===== src/rtl/dsqrt_pkg.sv =====
package dsqrt_pkg;

  // Field and bus widths
  localparam int unsigned RADICAND_W = 48;
  localparam int unsigned ROOT_OUT_W = 43;
  localparam int unsigned S_TDATA_W  = 48;
  localparam int unsigned M_TDATA_W  = 48;

  typedef enum logic [2:0] {
    ST_IDLE,
    ST_SCALE,
    ST_ALIGN,
    ST_ROOT,
    ST_HOLD
  } dsqrt_state_e;

  // Commands from the controller to the datapath
  typedef struct packed {
    logic load;       // capture a new radicand, clear root and remainder
    logic mul10;      // multiply the working value by ten
    logic align;      // drop the input fraction bits
    logic root_step;  // resolve one root bit
    logic out_load;   // move the finished root into the output register
  } dsqrt_cmd_t;

endpackage : dsqrt_pkg


===== src/rtl/decimal_digit_square_root.sv =====
// Decimal square root: floor(sqrt(x * 10^(2*DECIMAL_PLACES) / 2^INPUT_FRACTION_BITS)).
// Steps: the times-ten scaling loop scales the radicand, the input fraction bits are dropped,
//   then the restoring root unit resolves ROOT_W = 24 + 4*DECIMAL_PLACES root bits, one per cycle.
// The output register is loaded only once the previous result has been taken; a new radicand
//   is accepted only in idle, after the previous root has been moved to the output register.
// Reset (rst_ni, async, active low) returns the controller to idle and empties the output.
module decimal_digit_square_root #(
  parameter int unsigned DECIMAL_PLACES      = 8,
  parameter int unsigned INPUT_FRACTION_BITS = 16
) (
  input  logic                               clk_i,
  input  logic                               rst_ni,
  // Input stream
  input  logic                               s_axis_tvalid_i,
  output logic                               s_axis_tready_o,
  input  logic [dsqrt_pkg::S_TDATA_W-1:0]    s_axis_tdata_i,  // [47:0] radicand
  // Result stream
  output logic                               m_axis_tvalid_o,
  input  logic                               m_axis_tready_i,
  output logic [dsqrt_pkg::M_TDATA_W-1:0]    m_axis_tdata_o   // [42:0] root_scaled, rest zero
);
  import dsqrt_pkg::*;

  dsqrt_cmd_t            cmd;
  logic [ROOT_OUT_W-1:0] root_scaled;

  // Controller: sequences load, scale, align, root steps, and the output register.
  // A new radicand is taken while the previous result still waits for its transfer.
  dsqrt_ctrl #(
    .DECIMAL_PLACES (DECIMAL_PLACES)
  ) u_ctrl (
    .clk_i     (clk_i),
    .rst_ni    (rst_ni),
    .s_valid_i (s_axis_tvalid_i),
    .s_ready_o (s_axis_tready_o),
    .m_valid_o (m_axis_tvalid_o),
    .m_ready_i (m_axis_tready_i),
    .cmd_o     (cmd)
  );

  // Datapath: wide scaling register, remainder and partial root, result register.
  dsqrt_dp #(
    .DECIMAL_PLACES      (DECIMAL_PLACES),
    .INPUT_FRACTION_BITS (INPUT_FRACTION_BITS)
  ) u_dp (
    .clk_i         (clk_i),
    .cmd_i         (cmd),
    .radicand_i    (s_axis_tdata_i[RADICAND_W-1:0]),
    .root_scaled_o (root_scaled)
  );

  // Pad the result to whole bytes
  assign m_axis_tdata_o = M_TDATA_W'(root_scaled);

endmodule : decimal_digit_square_root


===== src/rtl/dsqrt_dp.sv =====
module dsqrt_dp #(
  parameter int unsigned DECIMAL_PLACES      = 8,
  parameter int unsigned INPUT_FRACTION_BITS = 16
) (
  input  logic                                 clk_i,
  input  dsqrt_pkg::dsqrt_cmd_t                cmd_i,
  input  logic [dsqrt_pkg::RADICAND_W-1:0]     radicand_i,
  output logic [dsqrt_pkg::ROOT_OUT_W-1:0]     root_scaled_o
);
  import dsqrt_pkg::*;

  // 10 < 16, so 10^(2*D) fits in 8*D bits
  localparam int unsigned PROD_W = RADICAND_W + 8 * DECIMAL_PLACES;
  localparam int unsigned ROOT_W = PROD_W / 2;
  localparam int unsigned EXT_W  = (ROOT_W > ROOT_OUT_W) ? ROOT_W : ROOT_OUT_W;

  logic [PROD_W-1:0]     v_q, v_d;
  logic [ROOT_W:0]       rem_q, rem_d;
  logic [ROOT_W-1:0]     root_q, root_d;
  logic [ROOT_OUT_W-1:0] res_q, res_d;

  logic [ROOT_W+2:0]     trial;
  logic [ROOT_W+2:0]     tsub;
  logic [ROOT_W+2:0]     diff;
  logic                  take;
  logic [EXT_W-1:0]      root_ext;
  logic                  sat;

  // Restoring root step: bring down two radicand bits, test 4*root+1
  assign trial = {rem_q, v_q[PROD_W-1 -: 2]};
  assign tsub  = {1'b0, root_q, 2'b01};
  assign take  = (trial >= tsub);
  assign diff  = trial - tsub;

  assign root_ext = EXT_W'(root_q);
  assign sat      = ((root_ext >> ROOT_OUT_W) != '0);

  always_comb begin
    v_d    = v_q;
    rem_d  = rem_q;
    root_d = root_q;
    res_d  = res_q;
    if (cmd_i.load) begin
      v_d    = PROD_W'(radicand_i);
      rem_d  = '0;
      root_d = '0;
    end
    if (cmd_i.mul10) begin
      v_d = {v_q[PROD_W-4:0], 3'b000} + {v_q[PROD_W-2:0], 1'b0};
    end
    if (cmd_i.align) begin
      v_d = v_q >> INPUT_FRACTION_BITS;
    end
    if (cmd_i.root_step) begin
      v_d    = {v_q[PROD_W-3:0], 2'b00};
      rem_d  = take ? diff[ROOT_W:0] : trial[ROOT_W:0];
      root_d = {root_q[ROOT_W-2:0], take};
    end
    if (cmd_i.out_load) begin
      res_d = sat ? '1 : root_ext[ROOT_OUT_W-1:0];
    end
  end

  always_ff @(posedge clk_i) begin
    v_q    <= v_d;
    rem_q  <= rem_d;
    root_q <= root_d;
    res_q  <= res_d;
  end

  assign root_scaled_o = res_q;

endmodule : dsqrt_dp


===== src/rtl/dsqrt_ctrl.sv =====
module dsqrt_ctrl #(
  parameter int unsigned DECIMAL_PLACES = 8
) (
  input  logic                  clk_i,
  input  logic                  rst_ni,
  input  logic                  s_valid_i,
  output logic                  s_ready_o,
  output logic                  m_valid_o,
  input  logic                  m_ready_i,
  output dsqrt_pkg::dsqrt_cmd_t cmd_o
);
  import dsqrt_pkg::*;

  localparam int unsigned PROD_W     = RADICAND_W + 8 * DECIMAL_PLACES;
  localparam int unsigned ROOT_STEPS = PROD_W / 2;
  localparam int unsigned MUL_STEPS  = 2 * DECIMAL_PLACES;
  localparam int unsigned CNT_W      = $clog2(ROOT_STEPS);

  dsqrt_state_e     state_q, state_d;
  logic [CNT_W-1:0] cnt_q, cnt_d;
  logic             out_valid_q, out_valid_d;
  logic             s_fire;
  logic             out_free;

  assign s_fire   = s_valid_i && s_ready_o;
  assign out_free = !out_valid_q || m_ready_i;

  // Next state and counter
  always_comb begin
    state_d = state_q;
    cnt_d   = cnt_q;
    unique case (state_q)
      ST_IDLE: begin
        if (s_valid_i) begin
          state_d = ST_SCALE;
          cnt_d   = CNT_W'(MUL_STEPS - 1);
        end
      end
      ST_SCALE: begin
        if (cnt_q == '0) begin
          state_d = ST_ALIGN;
        end else begin
          cnt_d = cnt_q - 1'b1;
        end
      end
      ST_ALIGN: begin
        state_d = ST_ROOT;
        cnt_d   = CNT_W'(ROOT_STEPS - 1);
      end
      ST_ROOT: begin
        if (cnt_q == '0) begin
          state_d = ST_HOLD;
        end else begin
          cnt_d = cnt_q - 1'b1;
        end
      end
      ST_HOLD: begin
        if (out_free) begin
          state_d = ST_IDLE;
        end
      end
      default: begin
        state_d = ST_IDLE;
      end
    endcase
  end

  // Commands and handshakes
  always_comb begin
    cmd_o       = '0;
    s_ready_o   = 1'b0;
    out_valid_d = out_valid_q && !m_ready_i;
    unique case (state_q)
      ST_IDLE: begin
        s_ready_o  = 1'b1;
        cmd_o.load = s_valid_i;
      end
      ST_SCALE: cmd_o.mul10     = 1'b1;
      ST_ALIGN: cmd_o.align     = 1'b1;
      ST_ROOT:  cmd_o.root_step = 1'b1;
      ST_HOLD: begin
        if (out_free) begin
          cmd_o.out_load = 1'b1;
          out_valid_d    = 1'b1;
        end
      end
      default: begin
        cmd_o = '0;
      end
    endcase
  end

  always_ff @(posedge clk_i or negedge rst_ni) begin
    if (!rst_ni) begin
      state_q     <= ST_IDLE;
      cnt_q       <= '0;
      out_valid_q <= 1'b0;
    end else begin
      state_q     <= state_d;
      cnt_q       <= cnt_d;
      out_valid_q <= out_valid_d;
    end
  end

  assign m_valid_o = out_valid_q;

  a_accept_starts_scale: assert property (@(posedge clk_i) disable iff (!rst_ni)
    s_fire |=> (state_q == ST_SCALE) && (cnt_q == CNT_W'(MUL_STEPS - 1)))
    else $error("accepted item did not start scaling");

  a_align_starts_root: assert property (@(posedge clk_i) disable iff (!rst_ni)
    (state_q == ST_ALIGN) |=> (state_q == ST_ROOT) && (cnt_q == CNT_W'(ROOT_STEPS - 1)))
    else $error("root phase did not start with a full step count");

  a_no_overwrite: assert property (@(posedge clk_i) disable iff (!rst_ni)
    cmd_o.out_load |-> (!out_valid_q || m_ready_i))
    else $error("result register overwritten before transfer");

  a_load_publishes: assert property (@(posedge clk_i) disable iff (!rst_ni)
    cmd_o.out_load |=> out_valid_q && (state_q == ST_IDLE))
    else $error("loaded result not presented");

endmodule : dsqrt_ctrl

===== config.mk =====
export PLATFORM = sky130hd
export DESIGN_NAME = decimal_digit_square_root
export DESIGN_NICKNAME = d
export VERILOG_FILES = /design/src/rtl/dsqrt_pkg.sv /design/src/rtl/decimal_digit_square_root.sv /design/src/rtl/dsqrt_dp.sv /design/src/rtl/dsqrt_ctrl.sv
export SDC_FILE = /design/constraint.sdc
export NUM_CORES = 1
export LEC_CHECK = 0
export BUFFER_PORTS_ARGS = -buffer_cell sky130_fd_sc_hd__buf_2
export CORE_MARGIN = 2
export CORE_UTILIZATION = 31
export CTS_CLUSTER_SIZE = 20
export DETAILED_ROUTE_END_ITERATION = 10
export GPL_ROUTABILITY_DRIVEN = 1
export SYNTH_ARGS = -nofsm -noshare
export SYNTH_HDL_FRONTEND = slang
export SYNTH_HIERARCHICAL = 1
export SYNTH_SLANG_ARGS = --single-unit

===== constraint.sdc =====
create_clock -name clk_i -period 12.5 [get_ports clk_i]
set_input_delay 2.5 -clock clk_i [delete_from_list [all_inputs] [get_ports clk_i]]
set_output_delay 2.5 -clock clk_i [all_outputs]
set_load 0.005 [all_outputs]

# Word level (Yosys, flattened, before mapping)
# Cells that the tools add are included.
[totals]
reg_bits = 278
inputBits = 52
output_inout_bits = 50
word_cells = 61
[op_classes]
addsub = 3
order_cmp = 1
eq_ne = 9
mux = 26
reduce_logical = 14
[ops]
columns = ["op", "n"]
rows = [
  ["112-bit 2-to-1 mux", 4],
  ["57-bit 2-to-1 mux", 3],
  ["112-bit adder", 1],
  ["56-bit 2-to-1 mux", 2],
  ["59-bit by 58-bit greater-or-equal comparator with 1-bit output", 1],
  ["57-bit subtractor", 1],
  ["56-bit nonzero test", 1],
  ["6-bit one-hot mux with 3 select lines", 1],
  ["3-bit one-hot mux with 5 select lines", 1],
  ["3-bit 2-to-1 mux", 4],
  ["6-bit 2-to-1 mux", 2],
  ["1-bit 2-to-1 mux", 9],
  ["3-bit by 2-bit equality test with 1-bit output, second input constant", 2],
  ["6-bit zero test", 1],
  ["2-bit by 1-bit != test with 1-bit output, second input constant", 3],
  ["3-bit nonzero test", 2],
  ["6-bit by 1-bit subtractor with 6-bit output, second input constant", 1],
  ["2-bit != test, second input constant", 2],
  ["4-bit AND reduction", 1],
  ["4-bit nonzero test", 1],
  ["3-bit by 1-bit equality test with 1-bit output, second input constant", 1],
  ["3-bit equality test, second input constant", 1],
  ["3-bit zero test", 1],
  ["3-bit AND reduction", 1],
  ["5 further kinds", 6],
]

# Longest topological paths before layout
# Gate-level depths: netlist of the first run.
[logic_depth]
ltp_word = 6
mapped_depth = 16
mapped_depth_nobuf = 14

# By module
# The synthesis of the first run kept the hierarchy.
[modules_own_cells]
columns = ["module", "instances", "cells_per_inst", "area_each_um2", "seq_area_each_um2"]
rows = [
  ["dsqrt_dp", 1, 2560, 22135.0, 8027.7],
  ["dsqrt_ctrl", 1, 61, 584.3, 250.2],
  ["decimal_digit_square_root", 1, 6, 41.3, 0.0],
]

# Least setup slack after synthesis of the first run
# No wires, ideal clock.
[synth_path]
kind = "input port to flip-flop"
startpoint = "in s_axis_tvalid_i"
endpoint = "reg u_dp.v_q[100] (enable)"
setup_time_ns = 0.474
t_arrival_ns = 6.665
required_ns = 12.026
slack_ns = 5.361
stages = 3
path_buffers = 0
cell_sequence = "and2_1 -> or2_2 -> or3_1"
[synth_via]
elab_chain_len = 2
[synth_lines]
columns = ["element", "line_no", "text"]
rows = [
  ["start: declaration", "decimal_digit_square_root.sv:14", "input logic s_axis_tvalid_i,"],
  ["1-bit 2-to-1 mux", "dsqrt_ctrl.sv:73", "unique case (state_q)"],
  ["4-bit nonzero test (no line)", "--", ""],
  ["end signal: assignment", "dsqrt_dp.sv:65", "v_q <= v_d;"],
  ["end: declaration", "dsqrt_dp.sv:17", "logic [PROD_W-1:0] v_q, v_d;"],
]
# No other way between the ends.
# A chain may end at the register's enable or synchronous reset.

# Worst setup path in the final report of the first run
[layout_path]
startpoint = "reg u_dp.v_q[2]"
endpoint = "reg u_dp.v_q[107] (data pin)"
[layout_via]
elab_chain_len = 4
[layout_lines]
columns = ["element", "line_no", "text"]
rows = [
  ["112-bit adder", "dsqrt_dp.sv:49", "v_d = {v_q[PROD_W-4:0], 3'b000} + {v_q[PROD_W-2:0], 1'b0};"],
  ["112-bit 2-to-1 mux", "dsqrt_dp.sv:48", "if (cmd_i.mul10) begin"],
  ["112-bit 2-to-1 mux", "dsqrt_dp.sv:51", "if (cmd_i.align) begin"],
  ["112-bit 2-to-1 mux", "dsqrt_dp.sv:54", "if (cmd_i.root_step) begin"],
  ["net u_dp.v_d[107]", "dsqrt_dp.sv:17", ""],
]
# The timed path passes the listed nets, and every way through them passes these cells.

==> results of run 1 <==
-- Yosys cell counts (59+ instances only) --
cell type  count  area share
edfxtp_1     266        0.35
clkbuf_1     136       0.022
nand2b_1      62       0.017
nand2_1      228       0.038
nor2_1       282       0.047
inv_1        127       0.021
xnor2_1       93       0.036
a21oi_1      304       0.067
mux2i_1       59       0.026
o21ai_0      188       0.041
nand4_1       65       0.018
xor2_1        59       0.023
a21o_1       100       0.033
ha_1         168       0.092
-- metrics by stage --
stage,instance area [um^2],instances,hold WS [ps],util,setup slack [ps]
floorplan,22800,2631,472,-,5360
global placement,24000,3544,501,0.329,7130
detailed placement,24000,3544,498,0.329,7110
CTS,25000,3602,508,0.343,7710
global route,25000,3602,528,0.343,7480
finish,25000,3602,512,0.343,7750
-- flip-flops by register name, indices dropped and copies added, names as in the netlist --
name	flops
u_dp/root_ext	56
u_ctrl/cnt_q	6
u_ctrl/state_q	3
u_dp/rem_q	57
u_ctrl/m_valid_o	1
u_dp/root_scaled_o	43
u_dp/v_q	112
-- cell families after synthesis --
family / after synthesis / synth area share
flip-flops: 278 / 0.364
adder cells (fa/ha/maj): 169 / 0.0932
multiplexers: 76 / 0.0344
XOR/XNOR: 152 / 0.0585
other: 1 / 0.000165
buffers and inverters: 281 / 0.0482
AO/OA/AOI/OAI: 867 / 0.239
AND/OR/NAND/NOR: 803 / 0.163
-- layout by cell type (no fill, tap or decap), types with 17 or more instances in the layout --
master,count
xnor2_1,93
nor3_1,29
ha_1,168
nand2_1,228
a22oi_1,30
nand4_1,65
nor2b_1,18
nand3_1,46
xor2_1,59
nor2_1,281
a31oi_1,23
o21ai_0,188
mux2i_1,59
a21o_1,100
buf_2,96
edfxtp_1,266
a21oi_1,304
inv_1,126
nand2b_1,62
mux2_2,17
o21bai_1,38
o21a_1,25
o21ai_1,21
clkbuf_16,31
-- critical path, stage by stage (launching register included) --
cell and delay, ps:
edfxtp_1 430, ha_1 240, fa_1 420, a21o_1 170
a21o_1 210, a2111oi_2 610, o31ai_2 220, nor3_2 560
o21ai_1 390, o211ai_1 280, nand3_1 250, a21boi_1 310
o21ai_0 160, xnor2_1 150, o21ai_1 80
-- worst max path at each step --
stage / to / slack (ps) / depth (start not counted)
final: u_dp/v_q[107]$_DFFE_PP_ / 7750 / 14
after CTS: u_dp/v_q[32]$_DFFE_PP_ / 7710 / 5
after global routing: u_dp/rem_q[20]$_SDFFCE_PN0P_ / 7480 / 14
after detailed placement: u_dp/v_q[15]$_DFFE_PP_ / 7110 / 5
after floorplan: u_dp/v_q[100]$_DFFE_PP_ / 5360 / 3
after global placement: u_dp/v_q[35]$_DFFE_PP_ / 7130 / 5
-- metal layers --
| metal | vias up | routed length [um] |
|---|---|---|
| met1 | 9136 | 30600 |
| li1 | 9588 | - |
| met4 | 0 | 1230 |
| met3 | 77 | 4540 |
| met5 | - | 0 |
| met2 | 591 | 28700 |
-- area by class of cell --
cell class	count	area (um^2)	share of cell area
clock inverter	22	218	0.00871
multi-input combinational	2072	13400	0.537
sequential	278	8280	0.331
timing repair buffer	107	563	0.0225
tap	959	1200	0.0480
inverter	128	488	0.0195
clock buffer	36	815	0.0326
==> flow_metrics.tcl, run 1 <==
set metrics [dict create \
    status "finished clean" \
    min_to "u_ctrl/cnt_q[0]$_DFFE_PN0P_" \
    cts_buffer_depth 3 \
    worstSetupEndpointType "flop" \
    num-nets-final 2839 \
    synth_area_per_cell_um2 8.66 \
    crit_type "reg -> reg" \
    std_cell_rows 99 \
    hpwl_um 48900 \
    grt_pass1_wl_um 102000 \
    yosysWarnings 6 \
    relSlewSlack 0.309 \
    met3_usage 0.0291 \
    drtPass1Iterations 5 \
    hold_depth 1 \
    maxCapViolCount 0 \
    postSynth.asyncResetShare 0.0360 \
    drive_gt1_frac 0.0844 \
    ant_nets 0 \
    core_mm2 0.0728 \
    startpoint "u_dp/v_q[2]$_DFFE_PP_" \
    timing.final.crit_share 0.380 \
    grt_max_degree 105 \
    gr-total-overflow 0 \
    die_x_um 275 \
    rrSetupSlack_ps 7750 \
    required_ps 12810 \
    grt_busiest_layer "met2" \
    cts_repair_resize_count 0 \
    clk_pin_slew_worst_paths_ps 70 \
    initial_utilization 0.312 \
    route.detailed.drc 0 \
    cts_tree "yes" \
    final.min_clock_period_ps 4750 \
    finalHoldViolations 0 \
    grtUsageMet2 0.263 \
    synth_area_mm2 0.0228 \
    setup-violations-final 0 \
    detail_route.wl_per_cell_um 18.1 \
    vias 19400 \
    fmax_mhz 210 \
    hold_path.startpoint "u_ctrl/cnt_q[0]$_DFFE_PN0P_" \
    grt_pass1_vias 18200 \
    n_antenna_cell 0 \
    cts_root_buf "clkbuf_16" \
    drt_iter0_drc 1940 \
    syn_inst 2627 \
    start_kind "flop" \
    hold_buffers 0 \
    groute.layer.met1.usage 0.241 \
    die_h_um 275 \
    postCtsSetupRepairBufs 0 \
    synth_edf_count 266 \
    hold_path_class "reg -> reg" \
    area_growth_syn_to_layout_pct 9.80 \
    insertion_delay_ps 580 \
    path_max_fanout 4 \
    wl_um 65000 \
    antenna_found_initial 1 \
    port_buffers 96 \
    seq_area_frac_synth 0.364 \
    reg2reg_from "u_dp/v_q[2]$_DFFE_PP_" \
    grtUsageTotal 0.168 \
    synth_flop_cell "edfxtp_1" \
    tns_ps 0 \
    final.fill_count 7580 \
    gp_congestion 0.920 \
    cts_buffers 31 \
    yosysUniqueCellTypes 95 \
    worst_slew_pin_slew_ps 1040 \
    routed_via_density 5.38 \
    r2r-end "u_dp/v_q[107]$_DFFE_PP_" \
    ff2ff_path_depth 14 \
    dieArea_mm2 0.0756 \
    maxSlewViolCount 0 \
    ctsHtreeMaxLevel 1 \
    cts.sink_count 278 \
    crit_arrival_ps 5060 \
    ios 102 \
    rsz0062_at_grt "false" \
    synth-seq-cells 278 \
    clock_skew_ps 15.9 \
]
Power of run 1 is not shown: default switching activity piles up to over one toggle a cycle in this logic, so the estimate is an artifact.
==> run 2: changes to the inputs <==
==> constraint.sdc (replaced) <==
create_clock -name clk_i -period 4.7 [get_ports clk_i]
set_input_delay 0.94 -clock clk_i [delete_from_list [all_inputs] [get_ports clk_i]]
set_output_delay 0.94 -clock clk_i [all_outputs]
set_load 0.005 [all_outputs]
==> run 2 against run 1 <==
  * Critical path depth unchanged
  * Clock skew is 2.7 ps higher
  * Wire length rose by 3.7%
  * First-iteration DRC count grew 4.6%
  * Via count grew 1.7%
  * Setup slack got worse by 7300 ps
  * Design area grew 0.90%
  * Flip-flop and latch count stayed put
  * Hold slack got worse by 270 ps
==> flow_metrics.tcl, run 2 (synthesis results as in run 1) <==
set metrics [dict create \
    routed_via_density 5.45 \
    largest_reg_flops 112 \
    antenna_found_initial 0 \
    gr-total-overflow 0 \
    cp_num_cells 14 \
    grt_max_degree 80 \
    cp_slowest_cell "a2111oi_2" \
    clk_pin_slew_worst_paths_ps 60 \
    ctsHtreeMaxLevel 2 \
    insertion_delay_ps 570 \
    std_cell_rows 99 \
    cts_buffer_depth 3 \
    dieArea_mm2 0.0756 \
    clock_skew_ps 18.5 \
    final_cell_mix "304 x a21oi_1, 281 x nor2_1, 266 x edfxtp_1" \
    grt_pass1_vias 19000 \
    maxCapViolCount 0 \
    cts_root_buf "clkbuf_16" \
    ios 102 \
    hold_buffers 0 \
    die_h_um 275 \
    path_buf_inv 0 \
    slowest_delay_ps 540 \
    worstSetupEndpointType "flop" \
    rsz0062_at_grt "false" \
    fmax_mhz 234 \
    crit_arrival_ps 4580 \
    drive_gt1_frac 0.0898 \
    status "finished clean" \
    postCtsSetupRepairBufs 0 \
    die_x_um 275 \
    required_ps 5010 \
    start_kind "flop" \
    hpwl_um 50600 \
    port_buffers 96 \
    gp_congestion 0.951 \
    maxSlewViolCount 0 \
    cts_repair_resize_count 0 \
    detail_route.wl_per_cell_um 18.6 \
    num-nets-final 2857 \
    final.fill_count 7665 \
    largest_register "u_dp/v_q" \
    initial_utilization 0.312 \
    core_mm2 0.0728 \
    area_growth_syn_to_layout_pct 10.8 \
    grtUsageTotal 0.175 \
    crit_chain "ha_1, fa_1, a21o_1, a21o_1, a2111oi_2, o31ai_2, nor3_2, o31ai_4, a31oi_2, o21ai_1, nor2_1, xnor2_1, a221oi_1, a21oi_1" \
    ff2ff_path_depth 14 \
    path_max_fanout 5 \
    final.min_clock_period_ps 4280 \
    cts_buffers 35 \
    cts.sink_count 278 \
    finalHoldViolations 0 \
    route.detailed.drc 0 \
    critical-path-top-delay-family "compound AO/OA/AOI/OAI gates" \
    drtPass1Iterations 5 \
    layout_commonest_cell "a21oi_1" \
    ant_nets 0 \
    hold_path_class "in -> async" \
    tns_ps 0 \
    cts_tree "yes" \
    setup-violations-final 0 \
    crit_path_frequent_cell "a21o_1" \
    drt_iter0_drc 2029 \
    worst_slew_pin_slew_ps 1020 \
    crit_type "reg -> reg" \
    timing.final.crit_share 0.910 \
    grt_pass1_wl_um 106000 \
    relSlewSlack 0.320 \
    vias 19700 \
    wl_um 67400 \
]
==> run 2: worst reg2reg max path, cell delays in order, from the launching register on <==
cell	delay, ps
edfxtp_1	430
ha_1	250
fa_1	410
a21o_1	170
a21o_1	210
a2111oi_2	540
o31ai_2	200
nor3_2	350
o31ai_4	150
a31oi_2	330
o21ai_1	160
nor2_1	310
xnor2_1	120
a221oi_1	330
a21oi_1	70
==> run 2: final timing paths <==
path / start / to / slack (ps)
worst max-delay path: u_dp/v_q[2]$_DFFE_PP_ / u_dp/v_q[89]$_DFFE_PP_ / 420
worst min-delay path: rst_ni / u_ctrl/state_q[2]$_DFFE_PN0P_ / 240
worst max register to register: u_dp/v_q[2]$_DFFE_PP_ / u_dp/v_q[89]$_DFFE_PP_ / 420
worst min register to register: u_ctrl/cnt_q[0]$_DFFE_PN0P_ / u_ctrl/cnt_q[0]$_DFFE_PN0P_ / 520
max in group asynchronous: rst_ni / u_ctrl/m_valid_o$_DFF_PN0_ / 4260
min in group clk_i: u_ctrl/cnt_q[0]$_DFFE_PN0P_ / u_ctrl/cnt_q[0]$_DFFE_PN0P_ / 520
==> run 2: metrics by stage <==
| step | std cells | cell area (um^2) | hold slack [ps] | util | worst slack [ps] |
|---|---|---|---|---|---|
| 2_1_floorplan | 2631 | 22800 | 472 | - | 523 |
| 3_3_place_gp | 3558 | 24100 | 508 | 0.331 | 665 |
| 3_5_place_dp | 3558 | 24100 | 517 | 0.331 | 524 |
| 4_1_cts | 3621 | 25200 | 215 | 0.346 | 493 |
| 5_1_grt | 3621 | 25200 | 237 | 0.346 | 164 |
| 6_report | 3622 | 25200 | 239 | 0.346 | 421 |
==> run 2: layer usage <==
metal,vias up,global-route usage,part of all wire
li1,9640,-,-
met1,9386,0.243,0.47
met2,584,0.281,0.45
met3,117,0.0260,0.059
met4,0,0.0468,0.025
met5,-,0,0
==> run 2: area by class of cell <==
type	count	area, um^2	area share
flip-flops and latches	278	8280	0.328
well taps	959	1200	0.0476
repair buffers	121	681	0.0270
multi-input cells	2072	13400	0.533
clock inverters	20	220	0.00873
clock buffers	43	916	0.0363
diodes	1	2.50	0.0000992
inverters	128	488	0.0194
Power of run 2 is left out for the same reason.
==> run 3: changes to the inputs <==
==> constraint.sdc (replaced) <==
create_clock -name clk_i -period 4.95 [get_ports clk_i]
set_input_delay 0.99 -clock clk_i [delete_from_list [all_inputs] [get_ports clk_i]]
set_output_delay 0.99 -clock clk_i [all_outputs]
set_load 0.005 [all_outputs]
==> run 3 against run 2 <==
  * Critical path depth did not move
  * Core utilization increased by 0.11 points
  * Hold slack better by 53 ps
  * Flip-flop and latch count stayed put
  * First-iteration DRC count is 3.0% lower
==> flow_metrics.tcl, run 3 (synthesis results as in run 1) <==
set metrics [dict create \
    port_buffers 96 \
    largest_register "u_dp/v_q" \
    cts_root_buf "clkbuf_16" \
    critical-path-top-delay-family "compound AO/OA/AOI/OAI gates" \
    drtPass1Iterations 6 \
    maxCapViolCount 0 \
    slowest_delay_ps 530 \
    cts_tree "yes" \
    hold_buffers 0 \
    ant_nets 0 \
    rrSetupSlack_ps 740 \
    fmax_mhz 237 \
    ios 102 \
    final_cell_mix "304 x a21oi_1, 281 x nor2_1, 266 x edfxtp_1" \
    place_inst 3553 \
    cts_buffer_depth 3 \
    hpwl_um 49700 \
    cts.sink_count 278 \
    crit_arrival_ps 4490 \
    crit_chain "ha_1, fa_1, a21o_1, a21o_1, a2111oi_2, o31ai_2, nor3_2, o21ai_1, o211ai_1, nand3_1, a21boi_1, o21ai_0, xnor2_1, o21ai_1" \
    cp_slowest_cell "a2111oi_2" \
    num-nets-final 2853 \
    gp_congestion 0.929 \
    std_cell_rows 99 \
    required_ps 5230 \
    drive_gt1_frac 0.0903 \
    start_kind "flop" \
    dpl-instance-area_mm2 0.0241 \
    reg2reg_from "u_dp/v_q[2]$_DFFE_PP_" \
    crit_type "reg -> reg" \
    cts_repair_resize_count 0 \
    n_antenna_cell 0 \
    drt_iter0_drc 1969 \
    gr-total-overflow 0 \
    final_area_mm2 0.0253 \
    grt_pass1_wl_um 105000 \
    worstSetupEndpointType "flop" \
    initial_utilization 0.312 \
    routed_via_density 5.47 \
    vias 19800 \
    r2r-end "u_dp/v_q[107]$_DFFE_PP_" \
    setup-violations-final 0 \
    relSlewSlack 0.324 \
    groute.layer.met1.usage 0.242 \
    detail_route.wl_per_cell_um 18.5 \
    final.min_clock_period_ps 4210 \
    route.detailed.drc 0 \
    largest_reg_flops 112 \
    clk_pin_slew_worst_paths_ps 60 \
    ff2ff_path_depth 14 \
    met3_usage 0.0316 \
    stdcell_count 3618 \
    path_buf_inv 0 \
    wl_um 66900 \
    maxSlewViolCount 0 \
    tns_ps 0 \
    grtUsageMet2 0.276 \
    worst_slew_pin_slew_ps 1010 \
    status "finished clean" \
    cts_buffers 36 \
    ctsHtreeMaxLevel 2 \
    hold_path_class "in -> async" \
    grt_busiest_layer "met2" \
    layout_commonest_cell "a21oi_1" \
    rsz0062_at_grt "false" \
    insertion_delay_ps 570 \
    area_growth_syn_to_layout_pct 11.1 \
    finalHoldViolations 0 \
    grt_max_degree 81 \
    path_max_fanout 4 \
    core_mm2 0.0728 \
    die_x_um 275 \
    grt_pass1_vias 18800 \
    grtUsageTotal 0.174 \
    antenna_found_initial 0 \
    timing.final.crit_share 0.851 \
    die_h_um 275 \
    postCtsSetupRepairBufs 0 \
    dieArea_mm2 0.0756 \
    clock_skew_ps 20.9 \
]
[run 3: layout make-up]
class	instances	area (um^2)
Fill cell	7601	47500
Multi-Input combinational cell	2072	13400
Inverter	128	488
Clock buffer	39	922
Sequential cell	278	8280
Timing Repair Buffer	116	656
Clock inverter	26	320
Tap cell	959	1200
[run 3: worst max path at each step]
stage                                    from                            to  slack (ps)  cells after the start
2_1_floorplan   u_ctrl/state_q[0]$_DFFE_PN0P_       u_dp/v_q[100]$_DFFE_PP_         180                      7
3_3_place_gp   u_dp/root_ext[8]$_SDFFCE_PN0P_  u_dp/rem_q[49]$_SDFFCE_PN0P_         830                     16
3_5_place_dp   u_dp/root_ext[8]$_SDFFCE_PN0P_  u_dp/rem_q[46]$_SDFFCE_PN0P_         760                     16
4_1_cts                 u_dp/v_q[2]$_DFFE_PP_       u_dp/v_q[107]$_DFFE_PP_         750                     14
5_1_grt        u_dp/root_ext[8]$_SDFFCE_PN0P_  u_dp/rem_q[47]$_SDFFCE_PN0P_         420                     17
6_report                u_dp/v_q[2]$_DFFE_PP_       u_dp/v_q[107]$_DFFE_PP_         740                     14
[run 3: per-stage QoR]
stage                     setup slack (ps)  hold WS [ps]   util
final                                  739           292  0.347
after global routing                   418           286  0.347
after CTS                              753           262  0.347
after detailed placement               764           511  0.330
after global placement                 835           507  0.330
after floorplan                        182           472      -
[run 3: worst reg2reg max path: cells and delay by family, from the launching register on]
| family | cells | cell delay [ps] |
|---|---|---|
| AOI/OAI and AO/OA | 9 | 2110 |
| adders and majority gates | 2 | 650 |
| and+or+nand+nor | 2 | 570 |
| DFF | 1 | 430 |
| xor gates and xnor gates | 1 | 150 |
[run 3: per-layer routing]
layer  part of all wire  routed length [um]  up-vias
li1                   -                   -     9662
met1               0.46               30800     9387
met2               0.45               29900      619
met3              0.068                4530      112
met4              0.026                1750        0
met5                  0                   0        -
Power of run 3 is left out for the same reason.
